===== src/sjis_pkg.sv =====
package sjis_pkg;

    // Two-byte encodings selected by the mode register.
    localparam logic [1:0] MODE_JIS  = 2'd0;
    localparam logic [1:0] MODE_SJIS = 2'd1;
    localparam logic [1:0] MODE_EUC  = 2'd2;

    // Register indexes on the configuration port.
    localparam logic [1:0] REG_FONT_SIZE   = 2'd0;
    localparam logic [1:0] REG_GLYPH_COUNT = 2'd1;
    localparam logic [1:0] REG_CODE_MODE   = 2'd2;

    localparam logic [7:0]  FONT_SIZE_RESET = 8'd16;
    localparam logic [7:0]  CHAR_NUL        = 8'h00;
    localparam logic [7:0]  CHAR_LF         = 8'h0A;
    localparam logic [7:0]  JIS_OFFSET      = 8'h20;
    localparam logic [7:0]  ROW_LENGTH      = 8'd96;
    localparam logic [7:0]  KANJI_FIRST     = 8'hFF;

    // A pair (c1, c2) maps to c1*96 + c2 - KANJI_BASE.
    localparam logic [15:0] KANJI_BASE =
        16'(32'(JIS_OFFSET) * 32'(ROW_LENGTH) + 32'(JIS_OFFSET) - 32'(KANJI_FIRST));

    typedef struct packed {
        logic [7:0]  font_size;
        logic [14:0] glyph_count;
        logic [1:0]  code_mode;
    } cfg_t;

    typedef struct packed {
        logic        hit;
        logic [14:0] index;
    } pair_glyph_t;

endpackage


===== src/sjis_regs.sv =====
module sjis_regs
    import sjis_pkg::*;
(
    input  logic        aclk,
    input  logic        aresetn,
    input  logic        psel,
    input  logic        penable,
    input  logic        pwrite,
    input  logic [3:0]  paddr,
    input  logic [31:0] pwdata,
    output logic [31:0] prdata,
    output logic        pready,
    output cfg_t        cfg
);

    cfg_t       cfg_reg;
    logic [1:0] reg_index;
    logic       wr_en;

    assign reg_index = paddr[3:2];
    assign wr_en     = psel && penable && pwrite;
    assign pready    = 1'b1;
    assign cfg       = cfg_reg;

    always_ff @(posedge aclk) begin
        if (!aresetn) begin
            cfg_reg.font_size   <= FONT_SIZE_RESET;
            cfg_reg.glyph_count <= '0;
            cfg_reg.code_mode   <= MODE_JIS;
        end else if (wr_en) begin
            case (reg_index)
                REG_FONT_SIZE:   cfg_reg.font_size   <= pwdata[7:0];
                REG_GLYPH_COUNT: cfg_reg.glyph_count <= pwdata[14:0];
                REG_CODE_MODE:   cfg_reg.code_mode   <= pwdata[1:0];
                default: ;
            endcase
        end
    end

    always_comb begin
        case (reg_index)
            REG_FONT_SIZE:   prdata = {24'd0, cfg_reg.font_size};
            REG_GLYPH_COUNT: prdata = {17'd0, cfg_reg.glyph_count};
            REG_CODE_MODE:   prdata = {30'd0, cfg_reg.code_mode};
            default:         prdata = '0;
        endcase
    end

endmodule


===== src/sjis_pair_decode.sv =====
module sjis_pair_decode
    import sjis_pkg::*;
(
    input  logic [7:0]  lead,
    input  logic [7:0]  trail,
    input  logic [1:0]  code_mode,
    input  logic [14:0] glyph_count,
    output pair_glyph_t glyph
);

    logic [7:0]  c1;
    logic [7:0]  c2;
    logic [7:0]  s1;
    logic [7:0]  s2;
    logic [7:0]  row2;
    logic [15:0] linear;
    logic [15:0] offset;

    always_comb begin
        // Shift-JIS folds two JIS rows into each lead byte; all steps wrap at 8 bits.
        s1 = (lead >= 8'hE0) ? lead - 8'h40 : lead;
        s2 = (trail >= 8'h80) ? trail - 8'h01 : trail;
        row2 = 8'((s1 - 8'h70) << 1);
        case (code_mode)
            MODE_SJIS: begin
                if (s2 >= 8'h9E) begin
                    c1 = row2;
                    c2 = s2 - 8'h7D;
                end else begin
                    c1 = row2 - 8'h01;
                    c2 = s2 - 8'h1F;
                end
            end
            MODE_EUC: begin
                c1 = lead - 8'h80;
                c2 = trail - 8'h80;
            end
            default: begin
                c1 = lead;
                c2 = trail;
            end
        endcase

        // c1*96 as two shifted copies.
        linear = {2'b00, c1, 6'd0} + {3'b000, c1, 5'd0} + {8'd0, c2};
        offset = linear - KANJI_BASE;
        glyph.index = offset[14:0];
        glyph.hit   = (linear >= KANJI_BASE) && (offset < {1'b0, glyph_count});
    end

endmodule


===== src/sjis_euc_text_to_glyph_index.sv =====
// Text byte to glyph draw command converter.
// Input channel (s_*): one text byte per word with string_start and the
// string origin. A zero byte ends the string. Printable ASCII draws a
// half-width glyph, a newline moves to the next line, any other byte is
// the lead of a two-byte character decoded per code_mode.
// Result channel (m_*): glyph index, raster position and width flag. Bytes
// that draw nothing (lead bytes, newline, terminator, glyphs outside
// glyph_count) produce no result word.
// The APB port holds font_size (0x0), glyph_count (0x4) and code_mode (0x8);
// write it only while no byte is in flight.
// Each accepted byte passes the input register, then the result register.
// One byte is taken every cycle unless the receiver stalls; the rate is
// set by the cursor and lead-byte state, updated from the input register.
// Reset (aresetn low, synchronous) restores the register defaults, clears
// the cursor state and empties both pipeline registers.
// When the receiver stalls, the result register holds its word; the input
// register keeps one more byte, then s_ready drops until m_ready returns.
module sjis_euc_text_to_glyph_index
    import sjis_pkg::*;
(
    input  logic               aclk,
    input  logic               aresetn,
    input  logic               psel,
    input  logic               penable,
    input  logic               pwrite,
    input  logic [3:0]         paddr,
    input  logic [31:0]        pwdata,
    output logic [31:0]        prdata,
    output logic               pready,
    input  logic               s_valid,
    output logic               s_ready,
    input  logic [7:0]         s_text_byte,
    input  logic               s_string_start,
    input  logic signed [15:0] s_start_x,
    input  logic signed [15:0] s_start_y,
    output logic               m_valid,
    input  logic               m_ready,
    output logic [14:0]        m_glyph_index,
    output logic signed [15:0] m_pos_x,
    output logic signed [15:0] m_pos_y,
    output logic               m_full_width
);

    cfg_t        cfg;
    pair_glyph_t pair;

    logic        in_valid_reg;
    logic [7:0]  byte_reg;
    logic        start_reg;
    logic [15:0] start_x_reg;
    logic [15:0] start_y_reg;

    logic        pending_reg, pending_next;
    logic [7:0]  lead_reg, lead_next;
    logic [15:0] origin_x_reg, origin_x_next;
    logic [15:0] origin_y_reg, origin_y_next;
    logic [15:0] line_reg, line_next;
    logic [15:0] cursor_reg, cursor_next;

    logic        out_valid_reg;
    logic [14:0] index_reg, index_next;
    logic [15:0] pos_x_reg;
    logic [15:0] pos_y_reg, pos_y_next;
    logic        full_reg, full_next;

    logic        advance;
    logic        fire;
    logic        emit;
    logic        pending_eff;
    logic [15:0] line_eff;
    logic [15:0] cursor_eff;

    sjis_regs u_regs (
        .aclk    (aclk),
        .aresetn (aresetn),
        .psel    (psel),
        .penable (penable),
        .pwrite  (pwrite),
        .paddr   (paddr),
        .pwdata  (pwdata),
        .prdata  (prdata),
        .pready  (pready),
        .cfg     (cfg)
    );

    sjis_pair_decode u_decode (
        .lead        (lead_reg),
        .trail       (byte_reg),
        .code_mode   (cfg.code_mode),
        .glyph_count (cfg.glyph_count),
        .glyph       (pair)
    );

    assign advance = !out_valid_reg || m_ready;
    assign fire    = in_valid_reg && advance;
    assign s_ready = !in_valid_reg || advance;

    always_comb begin
        // A string start reloads the origin before the byte itself is handled.
        if (start_reg) begin
            origin_x_next = start_x_reg;
            origin_y_next = start_y_reg;
            cursor_eff    = start_x_reg;
            line_eff      = '0;
            pending_eff   = 1'b0;
        end else begin
            origin_x_next = origin_x_reg;
            origin_y_next = origin_y_reg;
            cursor_eff    = cursor_reg;
            line_eff      = line_reg;
            pending_eff   = pending_reg;
        end

        pending_next = 1'b0;
        lead_next    = lead_reg;
        line_next    = line_eff;
        cursor_next  = cursor_eff;
        emit         = 1'b0;
        index_next   = {7'd0, byte_reg};
        full_next    = 1'b0;
        pos_y_next   = origin_y_next + {8'd0, cfg.font_size} + line_eff;

        if (byte_reg == CHAR_NUL) begin
            emit = 1'b0;
        end else if (pending_eff) begin
            // Any nonzero byte completes a pending pair.
            index_next = pair.index;
            full_next  = 1'b1;
            if (pair.hit) begin
                emit        = 1'b1;
                cursor_next = cursor_eff + {8'd0, cfg.font_size};
            end
        end else if (byte_reg == CHAR_LF) begin
            line_next   = line_eff + {8'd0, cfg.font_size} + 16'd1;
            cursor_next = origin_x_next;
        end else if (byte_reg inside {[8'h20:8'h7E]}) begin
            if ({7'd0, byte_reg} < cfg.glyph_count) begin
                emit        = 1'b1;
                cursor_next = cursor_eff + {9'd0, cfg.font_size[7:1]};
            end
        end else begin
            pending_next = 1'b1;
            lead_next    = byte_reg;
        end
    end

    always_ff @(posedge aclk) begin
        if (!aresetn) begin
            in_valid_reg  <= 1'b0;
            out_valid_reg <= 1'b0;
            pending_reg   <= 1'b0;
            lead_reg      <= '0;
            origin_x_reg  <= '0;
            origin_y_reg  <= '0;
            line_reg      <= '0;
            cursor_reg    <= '0;
        end else begin
            if (s_valid && s_ready) begin
                in_valid_reg <= 1'b1;
            end else if (advance) begin
                in_valid_reg <= 1'b0;
            end

            if (fire) begin
                out_valid_reg <= emit;
                pending_reg   <= pending_next;
                lead_reg      <= lead_next;
                origin_x_reg  <= origin_x_next;
                origin_y_reg  <= origin_y_next;
                line_reg      <= line_next;
                cursor_reg    <= cursor_next;
            end else if (m_ready) begin
                out_valid_reg <= 1'b0;
            end
        end
    end

    always_ff @(posedge aclk) begin
        if (s_valid && s_ready) begin
            byte_reg    <= s_text_byte;
            start_reg   <= s_string_start;
            start_x_reg <= s_start_x;
            start_y_reg <= s_start_y;
        end
        if (fire && emit) begin
            index_reg <= index_next;
            pos_x_reg <= cursor_eff;
            pos_y_reg <= pos_y_next;
            full_reg  <= full_next;
        end
    end

    assign m_valid       = out_valid_reg;
    assign m_glyph_index = index_reg;
    assign m_pos_x       = $signed(pos_x_reg);
    assign m_pos_y       = $signed(pos_y_reg);
    assign m_full_width  = full_reg;

endmodule

===== config.mk =====
export PLATFORM = sky130hd
export DESIGN_NAME = sjis_euc_text_to_glyph_index
export DESIGN_NICKNAME = d
export VERILOG_FILES = /design/src/sjis_pkg.sv /design/src/sjis_regs.sv /design/src/sjis_pair_decode.sv /design/src/sjis_euc_text_to_glyph_index.sv
export SDC_FILE = /design/constraint.sdc
export NUM_CORES = 1
export LEC_CHECK = 0
export BUFFER_PORTS_ARGS = -buffer_cell sky130_fd_sc_hd__buf_4
export CAP_MARGIN = 25
export CORE_ASPECT_RATIO = 0.8
export CORE_MARGIN = 10
export CORE_UTILIZATION = 40
export DETAILED_ROUTE_END_ITERATION = 10
export GPL_TIMING_DRIVEN = 0
export MAX_ROUTING_LAYER = met4
export SYNTH_ARGS = -nofsm -noshare
export SYNTH_HDL_FRONTEND = slang
export SYNTH_SLANG_ARGS = --single-unit

===== constraint.sdc =====
create_clock -name aclk -period 29.1 [get_ports aclk]
set_input_delay 2.91 -clock aclk [delete_from_list [all_inputs] [get_ports aclk]]
set_output_delay 2.91 -clock aclk [all_outputs]
set_load 0.01 [all_outputs]

# Word-level counts from Yosys, hierarchy flattened
# Index checks and enable logic that the tools add are counted.
[classes]
add_sub_neg = 17
n_bitwise = 4
n_eq_ne = 5
n_mux = 38
reduce_logical = 20
n_lt_le_gt_ge = 8
[op_table]
columns = ["op", "count"]
rows = [
  ["two-way mux 16 bit", 13],
  ["adder 16 x 8 -> 16 bit", 4],
  ["one-hot mux 15 bit (3 select lines)", 1],
  ["two-way mux 8 bit", 5],
  ["one-hot mux 8 bit (2 select lines)", 2],
  ["greater-or-equal comparator 8 bit, second input constant", 3],
  ["adder 16 x 1 -> 16 bit, second input constant", 1],
  ["adder 16 bit", 1],
  ["adder 16 x 7 -> 16 bit", 1],
  ["greater-or-equal comparator 16 x 12 -> 1 bit, second input constant", 1],
  ["less-than comparator 16 x 15 -> 1 bit", 1],
  ["two-way mux 1 bit", 16],
  ["subtractor 16 x 12 -> 16 bit, second input constant", 1],
  ["subtractor 8 x 1 -> 8 bit, second input constant", 2],
  ["subtractor 8 bit, second input constant", 2],
  ["adder 14 x 13 -> 15 bit", 1],
  ["less-than comparator 8 x 15 -> 1 bit", 1],
  ["subtractor 7 bit, second input constant", 2],
  ["== test 8 x 4 -> 1 bit, second input constant", 1],
  ["greater-or-equal comparator 8 x 6 -> 1 bit, second input constant", 1],
  ["less-or-equal comparator 8 x 7 -> 1 bit, second input constant", 1],
  ["logical NOT 8 bit", 1],
  ["subtractor 8 x 5 -> 8 bit, second input constant", 1],
  ["subtractor 8 x 7 -> 8 bit, second input constant", 1],
  ["other kinds (12)", 28],
]
[totals]
out_inout_bits = 83
register_bits = 189
word_cells = 112
inputBits = 84

# Depth between registers and ports, before layout
# Gate-level depths: netlist of the first run.
[depth]
word_depth = 15
mapped_depth = 37
ltp_nobuf = 33

# Cells and area by module
# From an unflattened synthesis of the first run, not the netlist that was laid out.
[unflattened]
hier_cells = 1406
area_unflattened_um2 = 12873.6
[modules_own_cells]
columns = ["mod", "cells_per_inst", "area_each_um2", "seq_area_each_um2", "n_inst"]
rows = [
  ["sjis_euc_text_to_glyph_index", 969, 9427.8, 4174.0, 1],
  ["sjis_pair_decode", 286, 2107.0, 0.0, 1],
  ["sjis_regs", 151, 1338.8, 500.5, 1],
]

# Worst setup path after synthesis of the first run
# OpenSTA, ideal clock, no wires.
[synth_path]
kind = "register to register"
from = "register byte_reg[0]"
to = "register full_reg (netlist: m_full_width), enable pin"
period_less_slack_ns = 9.810
setup_time_ns = 0.455
path_stages_with_launch = 35
path_slack_ns = 19.290
required_time_ns = 28.645
path_buffers = 4
t_arrival_ns = 9.356
path_cell_list = "edfxtp_1 buf_2 buf_1 inv_1 ha_1 buf_2 nand2_1 nor4b_4 a211o_4 a21oi_1 xnor2_1 o21ai_0 ha_1 fa_1 ha_1 a21oi_1 nor4_2 nor4b_1 nor2_1 a2111oi_2 a22oi_1 o22ai_1 a21oi_1 xor2_1 ha_1 or3_1 a221oi_1 o21a_1 a311o_1 inv_1 a211oi_1 a31oi_2 buf_6 o21a_1 nor2_1"
[synth_lines]
columns = ["element", "line_no", "rtl"]
rows = [
  ["start: declaration", "sjis_euc_text_to_glyph_index.sv:48", "logic [7:0] byte_reg;"],
  ["start signal: assignment", "sjis_euc_text_to_glyph_index.sv:180", "byte_reg <= s_text_byte;"],
  ["end signal: assignment", "sjis_euc_text_to_glyph_index.sv:189", "full_reg <= full_next;"],
  ["end: declaration", "sjis_euc_text_to_glyph_index.sv:64", "logic full_reg, full_next;"],
]

==> flow_summary.toml, run 1 <==
[outcome]
status = "finished, final reports clean"

[setup_path]
timing.rr.end = "m_pos_x[0]"
cp_max_fo = 21
worstPathRequired_ps = 29260
cp_slowest_cell = "a21oi_1"
cp.arrival_ps = 10660
timing.rr.start = "byte_reg[0]"
end_kind = "register"
crit_path_start_kind = "register"
crit_start = "byte_reg[0]"
slowest_delay_ps = 600
reg2reg_depth = 37
crit_type = "reg -> reg"
reg2reg_slack_ps = 18600

[die]
die_w_um = 224
io_pins = 167
die_y_um = 183
fp-row-count = 59
die_area_mm2 = 0.0409
start_util_pct = 40.7
fp.coreArea_mm2 = 0.0326

[route]
wl_per_cell_um = 20.4
drtPass1Iterations = 6
ant_nets = 0
drc = 0
dr_wl_met3_um = 3630
wl_met1_um = 21600
met2_wirelength_um = 17100
via_count = 11739
totalWireLength_um = 42800
viasPerCell = 5.61
top_layer = "met4"
drt_iter0_markers = 1202

[synth]
yosysMostFrequentCell = "nand2_1"
ys_ff_latch = 189
synth_fa_ha_area_share_pct = 10.3
synth-edff-count = 89
yosys_warnings = 0
synth_top_family_by_area = "compound AO/OA/AOI/OAI gates"
synth_xor_area_share_pct = 4.65
synth.area.mux_share_pct = 5.50
syn_avg_cell_area_um2 = 8.94
synth_commonest_cells = "nand2_1, dfxtp_1, edfxtp_1, ha_1, a21oi_1"
synth_flop_cell = "dfxtp_1"
async_flop_share_pct = 0
yosysUniqueCellTypes = 96
synth_compound_area_share_pct = 20.0
synth_top_area_share_pct = 20.1
synth_top_area_cell = "edfxtp_1"
ys_top_cells_by_area = "edfxtp_1, dfxtp_1, ha_1"
synth_cells = 1484
ys_seq_area_share_pct = 35.2
synthSimpleGateAreaFrac_pct = 18.9
synth_area_mm2 = 0.0133

[power_and_ir_drop]
powerDensity_mw_per_mm2 = 42.4
p_comb_share_pct = 20.3
seq_power_share_pct = 45.1
p_leak_nw = 6.15
ir_worst_vdd_mv = 0.0394
p_sw_uw = 200
p_clk_share_pct = 34.6
p_int_uw = 457
p_sw_share_pct = 30.4

[hold_path]
min_from = "origin_y_reg[1]"
hold_path_class = "reg -> reg"
worstHoldEndpoint = "origin_y_reg[1]"
whs_path_depth = 2

[layout]
final_net_count = 1838
multi_input_area_mm2 = 0.00796
largest_reg_flops = 25
nFillCells = 3203
seq_area_mm2 = 0.00467
syn_to_final_growth_pct = 16.6
drive_gt1_share_pct = 15.1

[sta]
max_freq_ghz = 0.0953
setup_violations = 0
tightest_slew_ps = 1060
period_minus_slack_ps = 10500
post-route-period-util_pct = 36.1
clock_skew_ps = 12.1
setup_slack_ps = 18600
relSlewSlack_pct = 29.1
drv_slew = 0
totalNegativeSetupSlack_ps = 0
hold_viol = 0
grt_setup_unrepaired = "no"

[global_routing]
gr-total-overflow = 0
grt_max_degree = 25
grt_first_pass_wirelength_um = 66200
grtUsageTotal_pct = 21.0
grt_pass1_vias = 11170
grt_antenna_before_repair = 1

[placement]
post-dp-hpwl_um = 33300
dp_slack_ps = 18730
io_buffers = 129
gp_congestion = 0.958

[clock_tree]
cts_resized = 0
cts_buffers = 17
cts_htree_levels = 4
holdBufCountCts = 0
clkLatencyLatePin_ps = 460
cts_setup_buffers = 0
cts_tree = "yes"
clk_path_buf_depth = 2
cts-root-buf = "clkbuf_16"
cts.clk_slew.worst_paths_ps = 70
clock_sinks = 189

[job]
drv_cap = 0
==> critical path, delay by kind of cell, from the launching register on <==
family | cells | cell delay [ps]
fa+ha+maj | 4 | 1120
simple gates | 5 | 1320
xor+xnor | 2 | 310
compound gates | 19 | 5350
flops | 1 | 330
buf+inv | 7 | 1720
==> cell type report <==
| type | instances | share of cell area, % |
|---|---|---|
| multi-input cells | 1146 | 51.4 |
| flip-flops and latches | 189 | 30.2 |
| repair buffers | 134 | 6.81 |
| well taps | 427 | 3.45 |
| clock buffers | 20 | 2.95 |
| plain buffers | 90 | 2.76 |
| inverters | 75 | 1.82 |
| clock inverters | 12 | 0.566 |
| diodes | 1 | 0.0162 |
==> logic make-up after synthesis <==
family	after synthesis
buffers and inverters	165
other	2
muxes	70
adders and majority gates	101
AOI/OAI and AO/OA	388
and+or+nand+nor	501
DFF	189
xor gates and xnor gates	68
==> how the worst max path moves through the flow <==
stage	to
4_1_cts	m_glyph_index[0]
5_1_grt	m_glyph_index[0]
3_3_place_gp	m_glyph_index[0]
6_report	m_pos_x[0]
3_5_place_dp	m_glyph_index[0]
2_1_floorplan	m_full_width
==> power by group through the flow <==
stage          Clock, mW  Combinational [mW]  Sequential [mW]
6_report           0.227               0.134            0.296
5_1_grt            0.242               0.147            0.297
4_1_cts            0.231               0.132            0.296
3_5_place_dp           0               0.131            0.302
3_3_place_gp           0               0.128            0.302
2_1_floorplan          0              0.0891            0.299
==> cell usage in the layout (no fill, tap or decap), types with 8 or more instances in the layout <==
| cell type | Yosys | layout |
|---|---|---|
| a211oi_1 | 10 | 10 |
| xor2_1 | 19 | 19 |
| conb_1 | 2 | 18 |
| buf_4 | 18 | 147 |
| xnor2_1 | 47 | 47 |
| mux2_2 | 24 | 24 |
| mux2i_1 | 46 | 46 |
| a21oi_1 | 80 | 80 |
| a31oi_1 | 15 | 15 |
| edfxtp_1 | 89 | 89 |
| dfxtp_1 | 100 | 100 |
| and2_1 | 35 | 34 |
| ha_1 | 87 | 87 |
| buf_2 | 6 | 8 |
| fa_1 | 14 | 14 |
| nand2b_1 | 14 | 14 |
| o211ai_1 | 13 | 13 |
| a22oi_1 | 8 | 8 |
| nand2_1 | 190 | 190 |
| nand4_1 | 8 | 8 |
| nor2_1 | 78 | 77 |
| inv_1 | 73 | 73 |
| nor3_1 | 19 | 19 |
| o21ai_0 | 75 | 75 |
| a21boi_0 | 60 | 60 |
| buf_1 | 10 | 10 |
| nor4_1 | 11 | 11 |
| o31ai_1 | 12 | 12 |
| o22ai_1 | 10 | 10 |
| and3_1 | 11 | 11 |
| a21o_1 | 17 | 17 |
| nor2b_1 | 52 | 52 |
| nand3_1 | 35 | 35 |
| clkbuf_1 | 54 | 55 |
| clkbuf_16 | 0 | 17 |
==> routing by layer <==
| layer | GRT usage [%] | vias to the layer above |
|---|---|---|
| met5 | - | - |
| met4 | 3.75 | 0 |
| met3 | 3.91 | 37 |
| met2 | 28.4 | 492 |
| met1 | 31.8 | 5582 |
| li1 | - | 5628 |
==> through the flow <==
step / cell area (µm²) / std cells / power, mW / utilization (%) / hold WS [ps]
detailed placement: 14900 / 2061 / 0.432 / 45.8 / 458
global route: 15500 / 2093 / 0.686 / 47.4 / 491
floorplan: 13300 / 1500 / 0.388 / - / 439
finish: 15500 / 2094 / 0.657 / 47.4 / 464
global placement: 14800 / 2056 / 0.430 / 45.5 / 449
CTS: 15500 / 2093 / 0.659 / 47.4 / 468
Note: power is estimated with default switching activity, not from simulation.
==> run 2: changes to the inputs <==
ABC_AREA = 1   (was not set)
clock period = 11 ns   (was 29.1 ns; I/O delays follow)
==> run 2 against run 1 <==
Net effect: global-route usage shrank 0.97 points; flip-flop and latch count is the same; critical endpoint is now m_glyph_index[9]; die area shrank 7.0%; sequential power grew to 2.7 times the previous value; sequential share of layout area is 2.3 points higher; final area down 7.0%; critical path type unchanged; combinational power rose to 2.9 times the previous value; via count shrank 4.1%; count of clock-buffer cells in the layout rose by 2.
==> flow_summary.toml, run 2 <==
[outcome]
status = "finished, final reports clean"

[synth]
synth_area_mm2 = 0.0122
synth_top_area_cell = "edfxtp_1"
async_flop_share_pct = 0
ys_top_cells_by_area = "edfxtp_1, dfxtp_1, nand2_1"
ys_ff_latch = 189
synth_top_area_share_pct = 21.8
synth_flop_cell = "dfxtp_1"
synth_commonest_cells = "nand2_1, inv_1, a21oi_1, o21ai_0, nor2_1"
yosys_warnings = 0
syn_avg_cell_area_um2 = 7.68
yosysUniqueCellTypes = 51
yosysMostFrequentCell = "nand2_1"
synth_cells = 1594
ys_seq_area_share_pct = 38.2
synth-edff-count = 89

[layout]
design_area_mm2 = 0.0144
nFillCells = 3050
layout_commonest_cell = "nand2_1"
syn_to_final_growth_pct = 17.5
instances_no_fill = 2186
final_cell_mix = "nand2_1, inv_1, a21oi_1"
final_net_count = 1945
antennaDiodeCount = 0
largest_reg_flops = 25
drive_gt1_share_pct = 12.3

[sta]
relSlewSlack_pct = 42.2
setup_violations = 0
drv_slew = 0
setup_slack_ps = 3140
clock_skew_ps = 21.6
tightest_slew_ps = 863
post-route-period-util_pct = 71.4
totalNegativeSetupSlack_ps = 0
hold_viol = 0
period_minus_slack_ps = 7860
max_freq_ghz = 0.127
grt_setup_unrepaired = "no"

[power_and_ir_drop]
ir_worst_vdd_mv = 0.106
p_leak_nw = 6.47
power.total_mw = 1.79
powerDensity_mw_per_mm2 = 124

[clock_tree]
clk_path_buf_depth = 2
holdBufCountCts = 0
cts_setup_buffers = 0
cts_tree = "yes"
clock_sinks = 189
cts_resized = 0
clkLatencyLatePin_ps = 450
cts_htree_levels = 4
cts_buffers = 17
cts.clk_slew.worst_paths_ps = 70
cts-root-buf = "clkbuf_16"

[route]
via_count = 11253
drt_iter0_markers = 1034
drc = 0
ant_nets = 0
drtPass1Iterations = 6
totalWireLength_um = 38100
viasPerCell = 5.15
wl_per_cell_um = 17.4

[setup_path]
cp.arrival_ps = 8000
path_delay_family = "simple AND/OR/NAND/NOR gates"
crit_path_start_kind = "register"
crit_start = "byte_reg[0]"
reg2reg_slack_ps = 3140
cp_common_cell = "nand2_1"
slowest_delay_ps = 570
timing.rr.end = "m_glyph_index[9]"
crit_type = "reg -> reg"
worstPathRequired_ps = 11150
path_buf_inv = 9
timing.rr.start = "byte_reg[0]"
reg2reg_depth = 43
crit_cells = 43
cp_max_fo = 26
end_kind = "register"
cp_slowest_cell = "nand2_2"
endpoint = "m_glyph_index[9]"

[die]
fp.coreArea_mm2 = 0.0303
fp-row-count = 57
die_y_um = 177
die_area_mm2 = 0.0381
die_w_um = 216
start_util_pct = 40.4
io_pins = 167

[placement]
dp_slack_ps = 3170
post-dp-hpwl_um = 30500
gp_congestion = 0.941
dp_cells = 2154
placed_cell_area_mm2 = 0.0138
io_buffers = 129

[hold_path]
min_from = "origin_y_reg[9]"
hold_path_class = "reg -> reg"

[global_routing]
grt_max_degree = 40
grtUsageTotal_pct = 20.1
gr-total-overflow = 0
grt_first_pass_wirelength_um = 58900
grt_antenna_before_repair = 0
grt_pass1_vias = 10561

[job]
drv_cap = 0
==> run 2: cell types whose count changed after synthesis, moves of 20 or more <==
| cell | previous run | this run |
|---|---|---|
| a21boi_0 | 60 | 1 |
| a21oi_1 | 80 | 182 |
| and2_1 | 35 | 2 |
| inv_1 | 73 | 214 |
| mux2_2 | 24 | 0 |
| mux2i_1 | 46 | 1 |
| nand2_1 | 190 | 309 |
| nand3_1 | 35 | 76 |
| nor2_1 | 78 | 117 |
| nor2b_1 | 52 | 0 |
| o21ai_0 | 75 | 130 |
| xnor2_1 | 47 | 9 |
| xor2_1 | 19 | 39 |
==> run 2: final cells by class <==
cell class | count | area (µm²) | area share (%)
Multi-Input combinational cell | 1126 | 6440 | 44.8
Sequential cell | 189 | 4670 | 32.5
Timing Repair Buffer | 131 | 1010 | 7.01
Inverter | 226 | 848 | 5.90
Tap cell | 413 | 517 | 3.59
Clock buffer | 22 | 475 | 3.30
Buffer | 69 | 345 | 2.40
Clock inverter | 10 | 80.1 | 0.556
==> run 2: worst min-delay path by stage <==
stage | to | slack [ps] | depth (start not counted)
after floorplan | origin_y_reg[10] | 420 | 2
after global placement | origin_y_reg[8] | 430 | 2
after detailed placement | origin_y_reg[9] | 440 | 2
after CTS | origin_y_reg[9] | 450 | 2
after global routing | origin_y_reg[14] | 470 | 2
final | origin_y_reg[9] | 450 | 2
==> run 2: through the flow <==
step / util, % / hold WS [ps]
after detailed placement: 45.6 / 439
after floorplan: - / 424
final: 47.5 / 448
after global placement: 45.5 / 435
after global routing: 47.5 / 475
after CTS: 47.5 / 450
==> run 2: kinds of logic (layout without fill, tap and decap cells) <==
logic type               Yosys count  count (layout)  synth area share (%)
multiplexers                       1               1                0.0817
AND/OR/NAND/NOR                  568             568                  19.8
AO/OA/AOI/OAI                    390             390                  17.6
other                              2              18                0.0613
flip-flops                       189             189                  38.2
buffers and inverters            295             458                  9.75
XOR/XNOR                          48              48                  3.43
adder cells (fa/ha/maj)          101             101                  11.2
==> run 2: per-layer routing <==
| metal | wire, µm | vias to the layer above | track usage [%] |
|---|---|---|---|
| li1 | - | 5644 | - |
| met1 | 18800 | 5223 | 28.4 |
| met2 | 16200 | 370 | 28.9 |
| met3 | 2860 | 16 | 4.57 |
| met4 | 263 | 0 | 3.37 |
| met5 | 0 | - | - |
==> run 2: power breakdown <==
part / switching [mW] / total [mW] / internal (mW)
sequential: 0.0192 / 0.790 / 0.770
combinational: 0.256 / 0.395 / 0.140
clock: 0.289 / 0.603 / 0.313
total: 0.564 / 1.79 / 1.22
==> run 2: worst reg2reg max path: cells and delay by family (launching register included) <==
kind,cells,cell delay (ps)
XOR/XNOR,1,380
AO/OA/AOI/OAI,6,940
buffers and inverters,9,1240
adder cells (fa/ha/maj),5,1500
AND/OR/NAND/NOR,22,2960
flip-flops,1,530
==> run 3: changes to the inputs <==
clock period = 7.8 ns   (was 11 ns; I/O delays follow)
==> run 3 against run 2 <==
Net effect: via count rose by 0.38%; worst setup slack got worse by 2600 ps; flip-flop and latch count did not move; combinational power rose by 42%; first-iteration DRC count rose by 1.2%; maximum frequency rose by 8.5%; clock skew barely moved; sequential share of layout area fell by 0.14 points; register-to-register slack got worse by 2600 ps; non-clock buffer count rose by 1; critical path depth fell by 3; highest routed layer unchanged.
==> flow_summary.toml, run 3 (synthesis gave the netlist of run 2 again) <==
[clock_tree]
cts_tree = "yes"
clkLatencyLatePin_ps = 450
cts_htree_levels = 4
cts.clk_slew.worst_paths_ps = 70
clk_path_buf_depth = 2
clock_sinks = 189
cts-root-buf = "clkbuf_16"
cts_buffers = 17
holdBufCountCts = 0

[layout]
final_cell_mix = "nand2_1, inv_1, a21oi_1"
antennaDiodeCount = 0
final_net_count = 1947
syn_to_final_growth_pct = 18.0
instances_no_fill = 2188
design_area_mm2 = 0.0145
layout_commonest_cell = "nand2_1"
largest_reg_flops = 25
nFillCells = 3040
drive_gt1_share_pct = 12.6

[global_routing]
grt_antenna_before_repair = 0
grtUsageMet3_pct = 4.57
grt_pass1_vias = 10570
grtUsageMet1_pct = 28.4
grt_max_degree = 40
met2_usage_pct = 28.9
grt_busiest_layer = "met2"
gr-total-overflow = 0
grtUsageTotal_pct = 20.1
grt_first_pass_wirelength_um = 59000

[die]
io_pins = 167
fp-row-count = 57
start_util_pct = 40.4
fp.coreArea_mm2 = 0.0303
die_y_um = 177
die_area_mm2 = 0.0381
die_w_um = 216

[power_and_ir_drop]
powerDensity_mw_per_mm2 = 175
ir_worst_vdd_mv = 0.152
p_leak_nw = 6.50

[sta]
hold_viol = 0
setup_violations = 0
tightest_slew_ps = 869
clock_skew_ps = 21.6
post-route-period-util_pct = 92.8
drv_slew = 0
totalNegativeSetupSlack_ps = 0
period_minus_slack_ps = 7240
relSlewSlack_pct = 41.8
max_freq_ghz = 0.138

[route]
ant_nets = 0
drtPass1Iterations = 6
viasPerCell = 5.16
via_count = 11296
drc = 0
drt_iter0_markers = 1046
totalWireLength_um = 38400
wl_per_cell_um = 17.5

[setup_path]
cp_common_cell = "nand2_1"
cp_slowest_cell = "edfxtp_1"
worstPathRequired_ps = 7950
end_kind = "register"
crit_path_start_kind = "register"
cp_max_fo = 26
cp.arrival_ps = 7390
slowest_delay_ps = 530
crit_type = "reg -> reg"

[placement]
io_buffers = 129
placed_cell_area_mm2 = 0.0138
gp_congestion = 0.941
post-dp-hpwl_um = 30500
dp_cells = 2154

[job]
drv_cap = 0

[outcome]
status = "finished, final reports clean"

[hold_path]
hold_path_class = "reg -> reg"
run 3: final timing paths:
kind	slack, ps	start	cells after the start	to
max	560	byte_reg[0]	40	m_glyph_index[9]
min	450	origin_y_reg[14]	2	origin_y_reg[14]
max reg2reg	560	byte_reg[0]	40	m_glyph_index[9]
min reg2reg	450	origin_y_reg[14]	2	origin_y_reg[14]
run 3: critical path: cells and delay by family (launching register included):
| kind | cells | cell delay, ps |
|---|---|---|
| and+or+nand+nor | 19 | 2370 |
| xor gates and xnor gates | 1 | 260 |
| DFF | 1 | 530 |
| adders and majority gates | 5 | 1580 |
| AOI/OAI and AO/OA | 6 | 1100 |
| buffers and inverters | 9 | 1090 |
run 3: what timing repair did:
item,in CTS,in global routing
cloned,0,1
gates resized for setup,1,6
buffers inserted,0,1
pin swaps,0,1
endpoints found under the setup margin,26,51
run 3: area by class of cell:
type                            instances  area [µm²]  share of cell area [%]
Tap cell                              413         517                    3.58
Inverter                              226         848                    5.87
Buffer                                 69         345                    2.39
Multi-Input combinational cell       1127        6500                    45.0
Clock buffer                           22         475                    3.29
Clock inverter                         10        80.1                   0.554
Timing Repair Buffer                  132        1020                    7.03
Sequential cell                       189        4670                    32.3
run 3: per-stage QoR:
step / total power, mW / setup slack (ps) / hold WS [ps] / util, %
after detailed placement: 1.68 / -27.5 / 439 / 45.6
after global placement: 1.67 / -997 / 435 / 45.5
after floorplan: 1.51 / 977 / 424 / -
after global routing: 2.66 / -3.79 / 475 / 47.7
final: 2.52 / 558 / 449 / 47.7
after CTS: 2.53 / 119 / 450 / 47.5
run 3: report_power, final:
| part | switching, mW | total, mW | internal [mW] |
|---|---|---|---|
| clock | 0.408 | 0.849 | 0.442 |
| combinational | 0.364 | 0.562 | 0.198 |
| sequential | 0.0263 | 1.11 | 1.09 |
| total | 0.798 | 2.52 | 1.73 |
run 3: metal layers:
layer,routed length (µm),vias up
met5,0,-
met4,346,0
met3,2770,17
met2,16200,375
met1,19000,5268
li1,-,5636
